## src/hdl/xmr_pkg.sv

```systemverilog
// Shared types and constants of the XMODEM receive-to-flash block.
package xmr_pkg;

  // Protocol control codes.
  localparam logic [7:0] CODE_SOH = 8'd1;
  localparam logic [7:0] CODE_EOT = 8'd4;
  localparam logic [7:0] CODE_ACK = 8'd6;
  localparam logic [7:0] CODE_NAK = 8'd21;

  // Packet layout: two block-number bytes, the data bytes, then the checksum.
  localparam int unsigned HDR_BYTES  = 2;
  localparam int unsigned DATA_BYTES = 128;
  localparam logic [7:0]  HDR_END    = 8'(HDR_BYTES);
  localparam logic [7:0]  CHECK_POS  = 8'(HDR_BYTES + DATA_BYTES);

  // Configuration register indexes and data width.
  localparam int unsigned CFG_DATA_W = 24;
  localparam logic        CFG_BASE   = 1'b0;
  localparam logic        CFG_PAD    = 1'b1;
  localparam logic [7:0]  PAD_RESET  = 8'd26;

  // Result kinds and input actions.
  localparam logic KIND_REPLY   = 1'b0;
  localparam logic KIND_RUN     = 1'b1;
  localparam logic ACTION_START = 1'b0;

  // Command queue between front and back.
  localparam int unsigned CMDQ_DEPTH = 4;
  localparam int unsigned CMDQ_PTR_W = $clog2(CMDQ_DEPTH);

  typedef enum logic [1:0] {
    CMD_NAK,
    CMD_ACK,
    CMD_ACK_FIN,
    CMD_DATA
  } cmd_op_e;

  // One classified command: a reply, or a data byte with the pads before it.
  typedef struct packed {
    cmd_op_e    op;
    logic [7:0] data;
    logic [7:0] pads;
  } cmd_t;

  // Input transaction payload.
  typedef struct packed {
    logic       action;
    logic [7:0] rx_byte;
  } in_item_t;

  // Result transaction payload.
  typedef struct packed {
    logic        kind;
    logic [7:0]  reply_byte;
    logic [23:0] write_address;
    logic [7:0]  write_value;
    logic [7:0]  run_length;
    logic        finished;
    logic        last;
  } out_item_t;

endpackage

```

## src/hdl/xmr_front.sv

```systemverilog
// Front end: tracks the packet position and classifies each byte into a command.
module xmr_front (
  input  logic              clk_i,
  input  logic              rst_ni,
  input  logic              accept_i,
  input  xmr_pkg::in_item_t item_i,
  input  logic [7:0]        pad_byte_i,
  output logic              cmd_push_o,
  output xmr_pkg::cmd_t     cmd_o
);

  logic       in_packet_q, in_packet_d;
  logic       done_q, done_d;
  logic [7:0] index_q, index_d;
  logic [7:0] pads_q, pads_d;

  // Next state and command for the accepted transaction.
  always_comb begin
    in_packet_d = in_packet_q;
    done_d      = done_q;
    index_d     = index_q;
    pads_d      = pads_q;
    cmd_push_o  = 1'b0;
    cmd_o.op    = xmr_pkg::CMD_NAK;
    cmd_o.data  = item_i.rx_byte;
    cmd_o.pads  = pads_q;
    if (accept_i) begin
      if (item_i.action == xmr_pkg::ACTION_START) begin
        in_packet_d = 1'b0;
        done_d      = 1'b0;
        index_d     = '0;
        pads_d      = '0;
        cmd_push_o  = 1'b1;
        cmd_o.op    = xmr_pkg::CMD_NAK;
      end else if (done_q) begin
        // Bytes after the end of transfer are dropped until a new start.
      end else if (!in_packet_q) begin
        if (item_i.rx_byte == xmr_pkg::CODE_SOH) begin
          in_packet_d = 1'b1;
          index_d     = '0;
          pads_d      = '0;
        end else if (item_i.rx_byte == xmr_pkg::CODE_EOT) begin
          done_d     = 1'b1;
          cmd_push_o = 1'b1;
          cmd_o.op   = xmr_pkg::CMD_ACK_FIN;
        end
      end else if (index_q >= xmr_pkg::CHECK_POS) begin
        in_packet_d = 1'b0;
        index_d     = '0;
        pads_d      = '0;
        cmd_push_o  = 1'b1;
        cmd_o.op    = xmr_pkg::CMD_ACK;
      end else begin
        if (index_q >= xmr_pkg::HDR_END) begin
          if (item_i.rx_byte == pad_byte_i) begin
            pads_d = pads_q + 8'd1;
          end else begin
            pads_d     = '0;
            cmd_push_o = 1'b1;
            cmd_o.op   = xmr_pkg::CMD_DATA;
          end
        end
        index_d = index_q + 8'd1;
      end
    end
  end

  // State registers.
  always_ff @(posedge clk_i or negedge rst_ni) begin
    if (!rst_ni) begin
      in_packet_q <= 1'b0;
      done_q      <= 1'b0;
      index_q     <= '0;
      pads_q      <= '0;
    end else begin
      in_packet_q <= in_packet_d;
      done_q      <= done_d;
      index_q     <= index_d;
      pads_q      <= pads_d;
    end
  end

endmodule

```

## src/hdl/xmr_cmd_fifo.sv

```systemverilog
// Short command queue that decouples the front end from the back end.
module xmr_cmd_fifo (
  input  logic          clk_i,
  input  logic          rst_ni,
  input  logic          push_i,
  input  xmr_pkg::cmd_t cmd_i,
  input  logic          pop_i,
  output xmr_pkg::cmd_t cmd_o,
  output logic          full_o,
  output logic          empty_o
);

  localparam int unsigned PtrW = xmr_pkg::CMDQ_PTR_W;

  xmr_pkg::cmd_t         mem_q [xmr_pkg::CMDQ_DEPTH];
  logic [PtrW-1:0]       wr_ptr_q, rd_ptr_q;
  logic [PtrW:0]         count_q;
  logic                  do_push, do_pop;

  assign full_o  = (count_q == (PtrW + 1)'(xmr_pkg::CMDQ_DEPTH));
  assign empty_o = (count_q == '0);
  assign do_push = push_i && !full_o;
  assign do_pop  = pop_i && !empty_o;
  assign cmd_o   = mem_q[rd_ptr_q];

  // Storage; entries need no reset.
  always_ff @(posedge clk_i) begin
    if (do_push) begin
      mem_q[wr_ptr_q] <= cmd_i;
    end
  end

  // Pointers and fill count.
  always_ff @(posedge clk_i or negedge rst_ni) begin
    if (!rst_ni) begin
      wr_ptr_q <= '0;
      rd_ptr_q <= '0;
      count_q  <= '0;
    end else begin
      if (do_push) begin
        wr_ptr_q <= wr_ptr_q + PtrW'(1);
      end
      if (do_pop) begin
        rd_ptr_q <= rd_ptr_q + PtrW'(1);
      end
      if (do_push && !do_pop) begin
        count_q <= count_q + (PtrW + 1)'(1);
      end else if (do_pop && !do_push) begin
        count_q <= count_q - (PtrW + 1)'(1);
      end
    end
  end

endmodule

```

## src/hdl/xmr_back.sv

```systemverilog
// Back end: turns commands into replies and flash write runs, owns the write offset.
module xmr_back #(
  parameter int unsigned ADDR_BITS = 24
) (
  input  logic               clk_i,
  input  logic               rst_ni,
  input  xmr_pkg::cmd_t      cmd_i,
  input  logic               cmd_empty_i,
  output logic               cmd_pop_o,
  input  logic [23:0]        base_address_i,
  input  logic [7:0]         pad_byte_i,
  output xmr_pkg::out_item_t out_item_o,
  output logic               empty_o,
  input  logic               pop_i
);

  logic                  out_valid_q;
  xmr_pkg::out_item_t    out_q, out_d;
  logic                  phase_q, phase_d;
  logic [ADDR_BITS-1:0]  offset_q, offset_d;
  logic [ADDR_BITS-1:0]  run_addr;
  logic                  out_ready, produce;

  assign out_ready  = !out_valid_q || pop_i;
  assign produce    = out_ready && !cmd_empty_i;
  assign run_addr   = ADDR_BITS'(base_address_i) + offset_q;
  assign empty_o    = !out_valid_q;
  assign out_item_o = out_q;

  // Result formation for the command at the head of the queue.
  always_comb begin
    out_d      = '0;
    phase_d    = phase_q;
    offset_d   = offset_q;
    cmd_pop_o  = 1'b0;
    if (produce) begin
      unique case (cmd_i.op) inside
        xmr_pkg::CMD_NAK: begin
          out_d.kind       = xmr_pkg::KIND_REPLY;
          out_d.reply_byte = xmr_pkg::CODE_NAK;
          out_d.last       = 1'b1;
          offset_d         = '0;
          cmd_pop_o        = 1'b1;
        end
        xmr_pkg::CMD_ACK, xmr_pkg::CMD_ACK_FIN: begin
          out_d.kind       = xmr_pkg::KIND_REPLY;
          out_d.reply_byte = xmr_pkg::CODE_ACK;
          out_d.finished   = (cmd_i.op == xmr_pkg::CMD_ACK_FIN);
          out_d.last       = 1'b1;
          cmd_pop_o        = 1'b1;
        end
        xmr_pkg::CMD_DATA: begin
          out_d.kind          = xmr_pkg::KIND_RUN;
          out_d.write_address = 24'(run_addr);
          if (!phase_q && cmd_i.pads != '0) begin
            // Flush the held pad bytes first; the command stays at the head.
            out_d.write_value = pad_byte_i;
            out_d.run_length  = cmd_i.pads;
            out_d.last        = 1'b0;
            offset_d          = offset_q + ADDR_BITS'(cmd_i.pads);
            phase_d           = 1'b1;
          end else begin
            out_d.write_value = cmd_i.data;
            out_d.run_length  = 8'd1;
            out_d.last        = 1'b1;
            offset_d          = offset_q + ADDR_BITS'(1);
            phase_d           = 1'b0;
            cmd_pop_o         = 1'b1;
          end
        end
        default: begin
          cmd_pop_o = 1'b1;
        end
      endcase
    end
  end

  // Output register and control state.
  always_ff @(posedge clk_i or negedge rst_ni) begin
    if (!rst_ni) begin
      out_valid_q <= 1'b0;
      phase_q     <= 1'b0;
      offset_q    <= '0;
    end else begin
      phase_q  <= phase_d;
      offset_q <= offset_d;
      if (out_ready) begin
        out_valid_q <= produce;
      end
    end
  end

  // Result payload.
  always_ff @(posedge clk_i) begin
    if (produce) begin
      out_q <= out_d;
    end
  end

`ifndef SYNTHESIS
  // The second half of a split data command always sits at the queue head.
  a_phase_head: assert property (@(posedge clk_i) disable iff (!rst_ni)
    phase_q |-> (!cmd_empty_i && cmd_i.op == xmr_pkg::CMD_DATA))
    else $error("pad flush pending without a data command at the head");

  // A finished second half clears the phase.
  a_phase_clear: assert property (@(posedge clk_i) disable iff (!rst_ni)
    (phase_q && out_ready) |=> !phase_q)
    else $error("pad flush phase did not clear");

  // Every write run covers at least one byte.
  a_run_nonzero: assert property (@(posedge clk_i) disable iff (!rst_ni)
    (out_valid_q && out_q.kind == xmr_pkg::KIND_RUN) |-> (out_q.run_length != '0))
    else $error("write run of length zero");

  // A split data command never releases the queue entry on its first half.
  a_split_hold: assert property (@(posedge clk_i) disable iff (!rst_ni)
    (produce && !phase_q && cmd_i.op == xmr_pkg::CMD_DATA && cmd_i.pads != '0)
      |-> !cmd_pop_o)
    else $error("data command popped before its pad run");
`endif

endmodule

```

## src/hdl/xmodem_receive_to_flash_core.sv

```systemverilog
// Top level of the XMODEM receive-to-flash block.
// Usage:
//   Input channel (push, full, in_item_i): one transaction per received byte
//   (action 1) or per transfer start (action 0); a byte may be pushed every
//   cycle while full is low.
//   Result channel (empty, pop, out_item_o): replies (NAK on start, ACK after
//   the checksum byte or on EOT with finished set) and flash write runs at
//   base_address plus the running offset. A non-pad data byte that follows a
//   held run of pad bytes yields two results: the pad fill run, then the byte.
//   Each result passes the command queue, then the output register, on its
//   way to the result ports. Throughput: one input per cycle while full is
//   low and one result per cycle while pop keeps up; the back end serves one
//   command per cycle, but a data byte with a pad flush holds the queue head
//   while its fill run goes out first, which sets the sustained rate.
//   When the result side stalls, the four-entry command queue fills and full
//   rises; bytes that cause no result are also held off while it is full.
//   Reset clears the packet state, the offset and the queues; base_address
//   resets to 0 and pad_byte to 26. Write configuration only while idle.
module xmodem_receive_to_flash_core #(
  parameter int unsigned ADDR_BITS = 24
) (
  input  logic               clk_i,
  input  logic               rst_ni,
  input  logic               cfg_we_i,
  input  logic               cfg_idx_i,
  input  logic [23:0]        cfg_wdata_i,
  input  logic               push,
  output logic               full,
  input  xmr_pkg::in_item_t  in_item_i,
  output logic               empty,
  input  logic               pop,
  output xmr_pkg::out_item_t out_item_o
);

  logic [23:0]   base_address_q;
  logic [7:0]    pad_byte_q;
  logic          accept;
  logic          cmd_push, cmd_pop, cmd_empty;
  xmr_pkg::cmd_t cmd_in, cmd_head;

  assign accept = push && !full;

  // Configuration registers.
  always_ff @(posedge clk_i or negedge rst_ni) begin
    if (!rst_ni) begin
      base_address_q <= '0;
      pad_byte_q     <= xmr_pkg::PAD_RESET;
    end else if (cfg_we_i) begin
      unique case (cfg_idx_i)
        xmr_pkg::CFG_BASE: base_address_q <= cfg_wdata_i;
        xmr_pkg::CFG_PAD:  pad_byte_q     <= cfg_wdata_i[7:0];
        default: ;
      endcase
    end
  end

  xmr_front u_front (
    .clk_i      (clk_i),
    .rst_ni     (rst_ni),
    .accept_i   (accept),
    .item_i     (in_item_i),
    .pad_byte_i (pad_byte_q),
    .cmd_push_o (cmd_push),
    .cmd_o      (cmd_in)
  );

  xmr_cmd_fifo u_cmd_fifo (
    .clk_i   (clk_i),
    .rst_ni  (rst_ni),
    .push_i  (cmd_push),
    .cmd_i   (cmd_in),
    .pop_i   (cmd_pop),
    .cmd_o   (cmd_head),
    .full_o  (full),
    .empty_o (cmd_empty)
  );

  xmr_back #(
    .ADDR_BITS (ADDR_BITS)
  ) u_back (
    .clk_i          (clk_i),
    .rst_ni         (rst_ni),
    .cmd_i          (cmd_head),
    .cmd_empty_i    (cmd_empty),
    .cmd_pop_o      (cmd_pop),
    .base_address_i (base_address_q),
    .pad_byte_i     (pad_byte_q),
    .out_item_o     (out_item_o),
    .empty_o        (empty),
    .pop_i          (pop)
  );

endmodule

```

## config.mk

```make
export PLATFORM = sky130hd
export DESIGN_NAME = xmodem_receive_to_flash_core
export DESIGN_NICKNAME = d
export VERILOG_FILES = /design/src/hdl/xmr_pkg.sv /design/src/hdl/xmr_front.sv /design/src/hdl/xmr_cmd_fifo.sv /design/src/hdl/xmr_back.sv /design/src/hdl/xmodem_receive_to_flash_core.sv
export SDC_FILE = /design/constraint.sdc
export NUM_CORES = 1
export LEC_CHECK = 0
export ABC_AREA = 1
export BUFFER_PORTS_ARGS = -buffer_cell sky130_fd_sc_hd__buf_2
export CORE_ASPECT_RATIO = 0.6
export CORE_MARGIN = 8
export CORE_UTILIZATION = 55
export DETAILED_ROUTE_END_ITERATION = 10
export PLACE_DENSITY = 0.74
export SYNTH_ARGS = -nofsm -noshare
export SYNTH_HDL_FRONTEND = slang
export SYNTH_SLANG_ARGS = --single-unit
```

## constraint.sdc

```tcl
create_clock -name clk_i -period 6.2 [get_ports clk_i]
set_input_delay 0.62 -clock clk_i [delete_from_list [all_inputs] [get_ports clk_i]]
set_output_delay 0.62 -clock clk_i [all_outputs]
set_load 0.02 [all_outputs]
```

# [Yosys cells after proc, flatten, opt, wreduce, memory -nomap -nowiden]
# Memories as Yosys holds them, arrays and structs flattened.
# Cells that the tools add are included.
[classes] addsub=9 magnitude_cmp=2 eq_ne=10 muxes=51 bitwise_logic=1 reduce_logical=29
[op_table] operator="$mux 8" count=11
[op_table] operator="$pmux 24 s2" count=1
[op_table] operator="$add 24x1->24 const B" count=1
[op_table] operator="$add 24x24->24" count=1
[op_table] operator="$add 24x8->24" count=1
[op_table] operator="$mux 1" count=24
[op_table] operator="$mux 24" count=1
[op_table] operator="$mux 2" count=9
[op_table] operator="$add 8x1->8 const B" count=2
[op_table] operator="$mux 16" count=1
[op_table] operator="$reduce_and 2->1" count=6
[op_table] operator="$pmux 5 s2" count=1
[op_table] operator="$eq 8x1->1 const B" count=1
[op_table] operator="$eq 8x3->1 const B" count=1
[op_table] operator="$eq 8x8->1" count=1
[op_table] operator="$ge 8x2->1 const B" count=1
[op_table] operator="$ge 8x8->1 const B" count=1
[op_table] operator="$reduce_bool 8->1" count=1
[op_table] operator="$logic_and 1x1->1" count=7
[op_table] operator="$logic_not 1->1" count=6
[op_table] operator="$mux 3" count=2
[op_table] operator="$add 2x1->2 const B" count=2
[op_table] operator="$eq 2x2->1 const B" count=2
[op_table] operator="$ne 4x4->1 const B" count=1
[op_table] operator="other kinds (16)" count=17
[totals] register_bits=134 ram_bits=72 mem_count=1
[memory_table] name="u_cmd_fifo.mem_q" words=4 word_bits=18 rd=1 rd_ports_with_merged_regs=0 wr=1 line="xmr_cmd_fifo.sv:15" rtl="xmr_pkg::cmd_t mem_q [xmr_pkg::CMDQ_DEPTH];"

# [Depth between registers and ports, before layout]
[depth] word_depth=13 depth_mapped=21 ltp_nobuf=20

# [By module]
# A second synthesis with hierarchy kept.
[unflattened] cells_unflattened=1443 area_unflattened_um2=11656.2
[modules_own_cells] mod="xmr_back" instances=1 cells_each=776 area_each_um2=5386.4 seq_area_each_um2=2031.9
[modules_own_cells] mod="xmr_cmd_fifo" instances=1 cells_each=271 area_each_um2=3337.0 seq_area_each_um2=2337.2
[modules_own_cells] mod="xmr_front" instances=1 cells_each=254 area_each_um2=1572.8 seq_area_each_um2=450.4
[modules_own_cells] mod="xmodem_receive_to_flash_core" instances=1 cells_each=142 area_each_um2=1360.1 seq_area_each_um2=804.5

# [Worst setup path before layout]
# Ideal clock, no wire load.
[synth_timing] path_type="input port to flip-flop" from="input port pop" to="register u_cmd_fifo.count_q[1]" arrival_time_ns=2.806 required_time_ns=6.077 slack_ns=3.271 cell_stages=9 path_cell_list="or2_1 nand2_1 inv_1 nand2_1 ha_1 inv_1 fa_1 nor2_1 a21oi_1"
[synth_via] elab_chain_cells=7 word_cells_on_any_way=9 classes_between="2 x mux; 7 x reduce/logical"
[synth_lines] item="start, declared" line="xmodem_receive_to_flash_core.sv:31" rtl="input logic pop,"
[synth_lines] item="$logic_or 1x1->1 (*)" line="xmr_back.sv:24" rtl="assign out_ready = !out_valid_q || pop_i;"
[synth_lines] item="$logic_and 1x1->1 (*)" line="xmr_back.sv:25" rtl="assign produce = out_ready && !cmd_empty_i;"
[synth_lines] item="named net u_back.produce" line="xmr_back.sv:22" rtl="logic out_ready, produce;"
[synth_lines] item="$mux 1 (*)" line="xmr_back.sv:36" rtl="if (produce) begin"
[synth_lines] item="$logic_and 1x1->1 (*)" line="xmr_cmd_fifo.sv:23" rtl="assign do_pop = pop_i && !empty_o;"
[synth_lines] item="$logic_not 1->1" line="xmr_cmd_fifo.sv:46" rtl="if (do_push && !do_pop) begin"
[synth_lines] item="$logic_and 1x1->1" line="xmr_cmd_fifo.sv:46"
[synth_lines] item="$mux 3 or $reduce_bool 2->1 (tied branches)"
[synth_lines] item="end signal, assigned" line="xmr_cmd_fifo.sv:47" rtl="count_q <= count_q + (PtrW + 1)'(1);"
[synth_lines] item="end signal, assigned" line="xmr_cmd_fifo.sv:49" rtl="count_q <= count_q - (PtrW + 1)'(1);"
[synth_lines] item="end, declared" line="xmr_cmd_fifo.sv:17" rtl="logic [PtrW:0] count_q;"
# Mark *: on every way through the listed nets, which the timed path passes. The rest lies on a longest branch.
# A chain may end at the register's enable or synchronous reset.

# [Worst setup path in the final report]
[layout_timing] from="register u_cmd_fifo.rd_ptr_q[1]" to="register u_back.offset_q[14]"
[layout_via] elab_chain_cells=5 word_cells_on_any_way=10 classes_between="1 x add/sub; 1 x eq/ne; 2 x mux; 5 x reduce/logical; 1 x memory"
[layout_lines] item="start, declared" line="xmr_cmd_fifo.sv:16" rtl="logic [PtrW-1:0] wr_ptr_q, rd_ptr_q;"
[layout_lines] item="start signal, assigned" line="xmr_cmd_fifo.sv:44" rtl="rd_ptr_q <= rd_ptr_q + PtrW'(1);"
[layout_lines] item="$mem_v2 4x18 (*)"
[layout_lines] item="parallel branches: the longest is 4 deep, another holds $add 24x8->24"
[layout_lines] item="end signal, assigned" line="xmr_back.sv:86" rtl="offset_q <= offset_d;"
[layout_lines] item="end, declared" line="xmr_back.sv:20" rtl="logic [ADDR_BITS-1:0] offset_q, offset_d;"
# Mark *: on every way between the ends.

==> results.yml <==
run_status:
  status: "complete, no violations"
drt:
  drcViolationCount: 0
  viasPerCell: 5.55
  drt_first_pass_iters: 5
  postRouteAntennaNets: 0
  vias: 8572
  wl_per_cell_um: 17.6
  routed_wirelength_um: 27200
  drtIter0Drc: 976
floorplanning:
  ios: 92
  fp.dieW_um: 196
  num_rows: 39
  fp.dieArea_um2: 24300
  die_h_um: 124
  start_util: 0.562
  design.core.area_um2: 19000
global_routing:
  grt.overflow.total: 0
  grt_pass1_wl_um: 43500
  antenna_found_initial: 1
  grt_max_degree: 84
  track_usage: 0.226
  first_global_vias: 7975
final_layout:
  areaGrowthSynthToFinish_pct: 11.3
  multi_input_area_um2: 4360
  seq_area_um2: 5620
  fin_util: 0.625
  instances_no_fill: 1544
  final_cell_mix: "nand2_1, inv_1, edfxtp_1"
  diodes: 0
  drive_above_1_share: 0.136
  n_fill_cell: 1609
  nets: 1369
  final_common_cell: "nand2_1"
clock_network:
  ctsResizeCount: 0
  cts_buffers: 20
  clk_path_buf_depth: 3
  htree_levels: 1
  cts_tree: "done"
  cts_setup_buffers: 0
  ctsHoldBuffers: 0
  cts.clk_slew.worst_paths_ps: 60
  clock_latency_ps: 510
  clock_sinks: 201
  cts_root_buf: "clkbuf_16"
setup_path:
  worstSetupPathType: "reg -> reg"
  end_kind: "register"
  required_ps: 6600
  start_kind: "register"
  critPathArrivalTime_ps: 4220
  path_max_fanout: 26
synth:
  ys_seq_area_frac: 0.526
  synth_top_area_share: 0.331
  synthesis.area_um2: 10700
  synth_seq_cells: 201
  synth_area_leader_cell: "edfxtp_1"
  yosys_warnings: 0
  yosysUniqueCellTypes: 47
  synth_cells: 1195
  synthTopCellsByArea: "edfxtp_1, dfrtp_1, nand2_1"
  syn_avg_cell_area_um2: 8.95
sta:
  finalSetupTns_ps: 0
  post-route-min-period_ps: 3830
  finClkSkew_ps: 23.4
  fmax_mhz: 261
  setup_viol: 0
  hold_viol: 0
  slew_headroom: 0.235
  maxSlewViolCount: 0
  worst_pin_slew_ps: 1140
  period_share: 0.617
  rsz0062_at_grt: "no"
placement:
  gp_congestion: 0.967
  hpwl_um: 20300
  dp.cells: 1508
  port_buffers: 87
power:
  p_leak_nw: 5.49
  irDropWorstVdd_v: 0.000307
  finalPower_mw: 5.15
  powerDensity_nw_per_um2: 433
min_path:
  holdCritPathClass: "in -> async"
flow_run:
  maxCapViolCount: 0
==> final cells by class <==
| class | count | area share |
|---|---|---|
| Inverter | 136 | 0.0431 |
| Clock inverter | 6 | 0.00547 |
| Sequential cell | 201 | 0.473 |
| Clock buffer | 30 | 0.0452 |
| Tap cell | 246 | 0.0259 |
| Timing Repair Buffer | 94 | 0.0412 |
| Multi-Input combinational cell | 831 | 0.366 |
==> report_power, final <==
| group | switching [mW] | internal, mW | total, mW | leakage, nW |
|---|---|---|---|---|
| clock network | 0.499 | 0.645 | 1.14 | 0.293 |
| registers | 0.165 | 1.78 | 1.94 | 2.21 |
| logic | 1.44 | 0.616 | 2.06 | 2.99 |
==> routing by layer <==
metal,global-route usage,up-vias,share of wire
li1,-,4123,-
met1,0.357,3966,0.49
met2,0.292,453,0.36
met3,0.0742,28,0.13
met4,0.0405,2,0.013
met5,0,-,0.00037
==> cells by family after synthesis <==
group / share of synthesized area
XOR/XNOR: 0.0156
multiplexers: 0.0169
AO/OA/AOI/OAI: 0.0851
buffers and inverters: 0.0672
AND/OR/NAND/NOR: 0.233
adder cells (fa/ha/maj): 0.0559
flip-flops: 0.526
other: 0.000351
==> per-stage QoR <==
step / worst slack (ps) / hold slack, ps / cell area [µm²]
6_report: 2370 / 298 / 11900
5_1_grt: 2100 / 337 / 11900
4_1_cts: 2460 / 336 / 11900
3_5_place_dp: 2540 / 505 / 11300
3_3_place_gp: 2670 / 499 / 11300
2_1_floorplan: 3270 / 324 / 10700
==> path summary, 6_finish.rpt <==
check                           depth (start not counted)  slack [ps]                     end                    from
worst min-delay path                                    1         300  u_cmd_fifo.wr_ptr_q[1]                  rst_ni
worst max register to register                         18        2370     u_back.offset_q[14]  u_cmd_fifo.rd_ptr_q[1]
worst min register to register                          1         520      base_address_q[18]      base_address_q[18]
min in group clk_i                                      2         350       base_address_q[8]          cfg_wdata_i[8]
max in group asynchronous                               1        5160           pad_byte_q[2]                  rst_ni
worst max-delay path                                   18        2370     u_back.offset_q[14]  u_cmd_fifo.rd_ptr_q[1]
==> critical path, cell delays in order (launching register included) <==
cell and delay [ps]:
dfrtp_1 1000, inv_4 220, nand3_1 160, nand2_1 130
nand2_2 100, nor2_2 50, nand2_4 90, nand2_4 90
nor2_1 210, inv_1 100, fa_1 480, o21ai_2 290
nand2_1 80, nand2_1 150, nand3_1 170, o21ai_1 220
nand2_1 70, nand2_1 60, inv_1 30
==> registers in the layout (all words and copies together), names as in the netlist, 2 cells and up <==
| name | cells |
|---|---|
| base_address_q | 24 |
| pad_byte_q | 8 |
| u_back.offset_q | 24 |
| u_front.index_q | 8 |
| u_cmd_fifo.rd_ptr_q | 2 |
| u_cmd_fifo.mem_q | 72 |
| u_back.out_item_o | 46 |
| u_cmd_fifo.wr_ptr_q | 2 |
| u_cmd_fifo.count_q | 3 |
| u_front.pads_q | 8 |
==> Yosys cell counts (all sizes together) <==
master / number
conb: 1
edfxtp: 118
and3: 1
and2: 2
a32o: 9
inv: 136
ha: 43
clkbuf: 4
o21a: 5
a22oi: 1
a32oi: 2
nand2: 341
nor2: 122
a21oi: 74
mux2: 16
nand3b: 7
o21bai: 5
nand3: 79
or2: 3
xor2: 8
o22ai: 2
buf: 26
nor3: 15
xnor2: 11
nand4: 13
dfstp: 3
dfrtp: 80
fa: 3
o21ai: 65
Power figures use the tool's default switching activity.
